### src/rtl/fixed_radius_neighbor_search_top_defines.svh
// ----------------------------------------------------------------------------
// Fixed radius neighbor search - assertion macros
// Shared property wrappers; clocked on aclk, disabled while aresetn is low.
// ----------------------------------------------------------------------------
`ifndef FIXED_RADIUS_NEIGHBOR_SEARCH_TOP_DEFINES_SVH
`define FIXED_RADIUS_NEIGHBOR_SEARCH_TOP_DEFINES_SVH

// Same-cycle implication
`define FRNS_ASSERT_NOW(lbl, ante, cons, msg) \
    lbl: assert property (@(posedge aclk) disable iff (!aresetn) (ante) |-> (cons)) \
        else $error(msg);

// Next-cycle implication
`define FRNS_ASSERT_NEXT(lbl, ante, cons, msg) \
    lbl: assert property (@(posedge aclk) disable iff (!aresetn) (ante) |=> (cons)) \
        else $error(msg);

`endif

### src/rtl/frns_pkg.sv
// ----------------------------------------------------------------------------
// Fixed radius neighbor search - package
// Shared widths, codes and controller/datapath interface types.
// ----------------------------------------------------------------------------
package frns_pkg;

    localparam int MAX_POINTS_DEF = 64;
    localparam int COORD_BITS_DEF = 24;

    localparam int POS_W     = 24;  // coordinate port width
    localparam int IDX_W     = 6;   // query / neighbor index width
    localparam int MODE_W    = 2;
    localparam int STATUS_W  = 2;
    localparam int RAD_W     = 23;  // radius register width
    localparam int RSQ_W     = 2 * RAD_W;
    localparam int CFG_IDX_W = 2;

    localparam logic [MODE_W-1:0] MODE_CLEAR  = 2'd0;
    localparam logic [MODE_W-1:0] MODE_APPEND = 2'd1;
    localparam logic [MODE_W-1:0] MODE_QUERY  = 2'd2;

    localparam logic [STATUS_W-1:0] STATUS_FOUND    = 2'd0;
    localparam logic [STATUS_W-1:0] STATUS_NONE     = 2'd1;
    localparam logic [STATUS_W-1:0] STATUS_UNLOADED = 2'd2;

    localparam logic [CFG_IDX_W-1:0] CFG_SEPARATION = 2'd0;
    localparam logic [CFG_IDX_W-1:0] CFG_ALIGNMENT  = 2'd1;
    localparam logic [CFG_IDX_W-1:0] CFG_COHESION   = 2'd2;

    // controller -> datapath
    typedef struct packed {
        logic clear;       // empty the table
        logic append;      // store one point
        logic query;       // query accepted: read query point, reset scan
        logic load_q;      // capture query point from RAM
        logic scan;        // walk the table
        logic emit_final;  // write last result of a loaded query
        logic emit_miss;   // write "index not loaded" result
    } frns_cmd_t;

    // datapath -> controller
    typedef struct packed {
        logic q_loaded;    // query index below point count
        logic scan_last;   // scan pointer at last stored point
        logic adv;         // pipeline advances this cycle
        logic pipe_empty;  // no entry in flight
        logic out_free;    // output register can take a result
    } frns_sts_t;

endpackage

### src/rtl/frns_ctrl.sv
// ----------------------------------------------------------------------------
// Fixed radius neighbor search - controller
// Sequences table updates and the query scan; drives datapath commands.
// ----------------------------------------------------------------------------
module frns_ctrl (
    input  logic                       aclk,
    input  logic                       aresetn,
    input  logic                       s_valid,
    input  logic [frns_pkg::MODE_W-1:0] s_mode,
    output logic                       s_ready,
    input  frns_pkg::frns_sts_t        sts,
    output frns_pkg::frns_cmd_t        cmd
);
    import frns_pkg::*;

    typedef enum logic [5:0] {
        ST_IDLE  = 6'b000001,
        ST_QRD   = 6'b000010,
        ST_SCAN  = 6'b000100,
        ST_DRAIN = 6'b001000,
        ST_DONE  = 6'b010000,
        ST_MISS  = 6'b100000
    } state_t;

    state_t state_reg, state_next;

    always_comb begin
        state_next = state_reg;
        cmd        = '0;
        s_ready    = 1'b0;
        case (state_reg)
            ST_IDLE: begin
                s_ready = 1'b1;
                if (s_valid) begin
                    if (s_mode == MODE_CLEAR) begin
                        cmd.clear = 1'b1;
                    end else if (s_mode == MODE_APPEND) begin
                        cmd.append = 1'b1;
                    end else if (s_mode == MODE_QUERY) begin
                        if (sts.q_loaded) begin
                            cmd.query  = 1'b1;
                            state_next = ST_QRD;
                        end else begin
                            state_next = ST_MISS;
                        end
                    end
                end
            end
            ST_QRD: begin
                cmd.load_q = 1'b1;
                state_next = ST_SCAN;
            end
            ST_SCAN: begin
                cmd.scan = 1'b1;
                if (sts.adv && sts.scan_last) begin
                    state_next = ST_DRAIN;
                end
            end
            ST_DRAIN: begin
                if (sts.pipe_empty) begin
                    state_next = ST_DONE;
                end
            end
            ST_DONE: begin
                if (sts.out_free) begin
                    cmd.emit_final = 1'b1;
                    state_next     = ST_IDLE;
                end
            end
            ST_MISS: begin
                if (sts.out_free) begin
                    cmd.emit_miss = 1'b1;
                    state_next    = ST_IDLE;
                end
            end
            default: begin
                state_next = ST_IDLE;
            end
        endcase
    end

    always_ff @(posedge aclk) begin
        if (!aresetn) begin
            state_reg <= ST_IDLE;
        end else begin
            state_reg <= state_next;
        end
    end

endmodule

### config.mk
export PLATFORM = sky130hd
export DESIGN_NAME = frns_ctrl
export DESIGN_NICKNAME = d
export VERILOG_FILES = /design/src/rtl/fixed_radius_neighbor_search_top_defines.svh /design/src/rtl/frns_pkg.sv /design/src/rtl/frns_ctrl.sv
export SDC_FILE = /design/constraint.sdc
export NUM_CORES = 1
export LEC_CHECK = 0
export BUFFER_PORTS_ARGS = -buffer_cell sky130_fd_sc_hd__buf_2
export CORE_AREA = 10 10 47 49
export DETAILED_ROUTE_END_ITERATION = 10
export DIE_AREA = 0 0 57 59
export GPL_ROUTABILITY_DRIVEN = 0
export GPL_TIMING_DRIVEN = 0
export PLACE_DENSITY = 0.69
export SYNTH_ARGS = -nofsm -noshare
export SYNTH_HDL_FRONTEND = slang
export SYNTH_SLANG_ARGS = --single-unit
### constraint.sdc
create_clock -name aclk -period 5 [get_ports aclk]
set_input_delay 1 -clock aclk [delete_from_list [all_inputs] [get_ports aclk]]
set_output_delay 1 -clock aclk [all_outputs]
set_load 0.02 [all_outputs]
== Word-level counts from Yosys, hierarchy flattened ==
Index checks and enable logic that the tools add are counted.

* Equal/unequal tests: 15
* Muxes and demuxes: 23
* Reduce and logical (&&, ||, !) cells: 4

{| class="wikitable"
|+ Operator list
! kind !! number
|-
| 2-to-1 mux 6 bit || 8
|-
| one-hot mux 6 bit (5 select lines) || 1
|-
| inequality test 2 bit, second input constant || 6
|-
| 2-to-1 mux 1 bit || 11
|-
| AND reduction 7 bit || 1
|-
| equality test 6 x 1 -> 1 bit, second input constant || 1
|-
| equality test 6 x 2 -> 1 bit, second input constant || 1
|-
| equality test 6 x 3 -> 1 bit, second input constant || 1
|-
| equality test 6 x 4 -> 1 bit, second input constant || 1
|-
| equality test 6 x 5 -> 1 bit, second input constant || 1
|-
| equality test 6 bit, second input constant || 1
|-
| 2-to-1 mux 3 bit || 2
|-
| equality test 2 x 1 -> 1 bit, second input constant || 1
|-
| equality test 2 bit, second input constant || 1
|-
| logical NOT 2 bit || 1
|-
| 2-to-1 mux 2 bit || 1
|-
| inequality test 2 x 1 -> 1 bit, second input constant || 1
|-
| OR reduction 2 bit || 1
|-
| logical AND 1 bit || 1
|}

* Flip-flop bits (word level): 6
* Bits of input ports: 10
* Output and inout port bits: 8
* Word-level logic and storage cells: 43

== Logic depth before layout (Yosys ltp) ==
* Depth after elaboration: 6
* Mapped depth: 6
* Mapped depth without buffers: 5

== Worst setup path before layout ==
Ideal clock, no wire load.

* Path kind: reg2out
* Start: register state_reg[4]
* End: output cmd[6] in the netlist's numbering
* Arrival: 1884 ps
* Path slack: 2116 ps
* Stages on the path, launching flop included: 4
* Path buffers: 0
* Cells stage by stage: dfxtp_1 -> or4b_1 -> or2_1 -> nor4b_1

{| class="wikitable"
|+ RTL lines
! element !! RTL line !! RTL
|-
| start: declaration || frns_ctrl.sv:25 || <nowiki>state_t state_reg, state_next;</nowiki>
|-
| start signal: assignment || frns_ctrl.sv:86 || <nowiki>state_reg <= state_next;</nowiki>
|-
| end: declaration || frns_ctrl.sv:12 || <nowiki>output frns_pkg::frns_cmd_t cmd</nowiki>
|}

==> impl_metrics.env <==
export IMPL_outcome="completed"
export IMPL_dpl_hpwl_um=865
export IMPL_cp_slowest_cell="or4b_1"
export IMPL_vias=395
export IMPL_layout_common_cells="17 x buf_2, 6 x dfxtp_1, 5 x nor2_1"
export IMPL_grt_pass1_vias=451
export IMPL_syn_area_per_cell_sq_um=9.56
export IMPL_diodes=0
export IMPL_cp_start_kind="flip-flop"
export IMPL_yosys_cell_types_count=29
export IMPL_cts_hold_buffers=0
export IMPL_synth_seq_cells=6
export IMPL_start_util_pct=32.1
export IMPL_pin_count=18
export IMPL_final_cell_count_no_fill=83
export IMPL_fin_tns_setup_ps=0
export IMPL_post_dp_cell_area_sq_um=554
export IMPL_tightest_slew_ps=340
export IMPL_area_growth_pct=28.4
export IMPL_worstSetupPathDepth=4
export IMPL_die_h_um=59
export IMPL_cp_top_family="simple AND/OR/NAND/NOR gates"
export IMPL_row_count=14
export IMPL_cts_tree="done"
export IMPL_multi_input_area_sq_um=307
export IMPL_post_cts_resized=0
export IMPL_hold_depth=2
export IMPL_crit_start="state_reg[4]"
export IMPL_slew_headroom_pct=77.2
export IMPL_clk_pin_slew_ps=40
export IMPL_fin_util_pct=41.2
export IMPL_drive_gt1_share_pct=49.3
export IMPL_regArea_sq_um=120
export IMPL_hold_class="reg2reg"
export IMPL_h_tree_depth=1
export IMPL_syn_inst=47
export IMPL_grt_pass1_wl_mm=1.84
export IMPL_clock_sinks=6
export IMPL_cts_root_buf="clkbuf_4"
export IMPL_die_w_um=57
export IMPL_finalWirelength_um=990
export IMPL_ir_worst_vdd_uv=109
export IMPL_power_density_nw_per_um2=260
export IMPL_vias_per_cell=4.76
export IMPL_first_iter_violations=2
export IMPL_synth_nets=57
export IMPL_fin_skew_ps=0.412
export IMPL_coreArea_sq_um=1400
export IMPL_stdcell_area_sq_um=577
export IMPL_maxCapViolations=0
export IMPL_crit_type="reg2out"
export IMPL_hold_start="state_reg[5]"
export IMPL_hold_violations=0
export IMPL_yosys_warnings=0
export IMPL_r2r_start="state_reg[4]"
export IMPL_min_period_over_period_pct=58.7
export IMPL_port_buffers=17
export IMPL_clk_latency_ps=240
export IMPL_place_inst=80
export IMPL_grtUsageTotal_pct=6.57
export IMPL_dr_pass1_iters=4
export IMPL_numCtsBuffers=3
export IMPL_wl_per_cell_um=11.9
export IMPL_ff2ff_path_depth=5
export IMPL_post_cts_buffers=0
export IMPL_ant_nets=0
export IMPL_max_freq_mhz=341
export IMPL_overflow=0
export IMPL_final_nets=79
export IMPL_cp_slowest_stage_delay_ps=560
export IMPL_path_buf_inv=1
export IMPL_crit_fanout=7
export IMPL_cellLeakagePower_nw=0.257
export IMPL_grt_max_degree=8
export IMPL_drc=0
export IMPL_crit_path_cell_trace="or4b_1 -> or2_1 -> nor4b_1 -> buf_2"
export IMPL_die_area_sq_um=3360
export IMPL_timing_final_crit_period_ps=2930
export IMPL_rsz0062_at_grt="false"
export IMPL_setup_violations=0
export IMPL_clk_path_buf_depth=2
export IMPL_crit_required_ps=4000
export IMPL_worst_ep_arrival_time_ps=1930
export IMPL_slew_viol_final=0
export IMPL_ys_seq_area_share_pct=26.7
export IMPL_final_common_cell="buf_2"
export IMPL_largest_register_ffs=6
export IMPL_grt_antenna_before_repair=0
export IMPL_end_kind="output port"
export IMPL_post_synth_instance_area_sq_um=449
export IMPL_nFillCells=155
per-layer routing:
metal,track usage [%],share of wire [%],vias up
li1,-,-,212
met1,6.05,38,171
met2,11.6,52,12
met3,3.65,9.5,0
met4,3.02,0,0
met5,0,0,-
cells in the mapped netlist, drive strengths merged:
cell	instances	area, sq um
a21oi	1	5.00
o21a	1	7.51
or3	1	7.51
nor4	1	21.3
or4b	2	20.0
and2	2	12.5
nor2	5	18.8
dfxtp	6	120
nand3b	1	7.51
nor2b	2	12.5
nor4b	1	8.76
mux2i	2	20.0
nor3	3	25.0
xnor2	2	17.5
a211oi	1	20.0
o2111ai	1	8.76
or4	1	11.3
and3b	1	10.0
nor3b	1	7.51
buf	1	11.3
and3	1	6.26
or2	3	18.8
inv	3	11.3
and4b	3	31.3
or2b	1	8.76
through the flow:
step | hold WS (ps) | total power, mW | setup slack [ps]
2_1_floorplan | 554 | 0.0939 | 2120
4_1_cts | 640 | 0.153 | 2040
3_5_place_dp | 630 | 0.109 | 2310
3_3_place_gp | 603 | 0.108 | 2310
6_report | 630 | 0.150 | 2070
5_1_grt | 671 | 0.162 | 1930
cell type report:
type	instances	area share, %
Sequential cell	6	20.8
Buffer	1	1.95
Inverter	3	1.95
Clock buffer	3	3.90
Timing Repair Buffer	17	14.8
Multi-Input combinational cell	37	53.1
Tap cell	16	3.47
path summary, 6_finish.rpt:
| kind | endpoint | slack (ps) |
|---|---|---|
| worst max-delay path | cmd[6] | 2070 |
| worst max register to register | state_reg[4] | 3260 |
| worst min-delay path | state_reg[5] | 630 |
| worst min register to register | state_reg[5] | 630 |
logic make-up (layout without fill, tap and decap cells):
group,count (synthesis),count (layout),share of synthesized area [%]
muxes,2,2,4.46
AOI/OAI and AO/OA,4,4,9.19
and+or+nand+nor,29,29,50.7
buffers and inverters,4,24,5.01
DFF,6,6,26.7
xor gates and xnor gates,2,2,3.90
report_power, final:
group / internal (mW) / leakage, nW / switching [mW] / total (mW)
clock network: 0.0270 / 0.0138 / 0.0154 / 0.0424
logic: 0.0248 / 0.195 / 0.0274 / 0.0522
registers: 0.0510 / 0.0487 / 0.00433 / 0.0553
total: 0.103 / 0.257 / 0.0471 / 0.150
worst register-to-register path: stages, from the launching register on:
cell      delay, ps
dfxtp_1         360
or4_4           570
a211oi_4        290
nor4_4          100
mux2i_1         130
and2_1          170
Power figures use the tool's default switching activity.
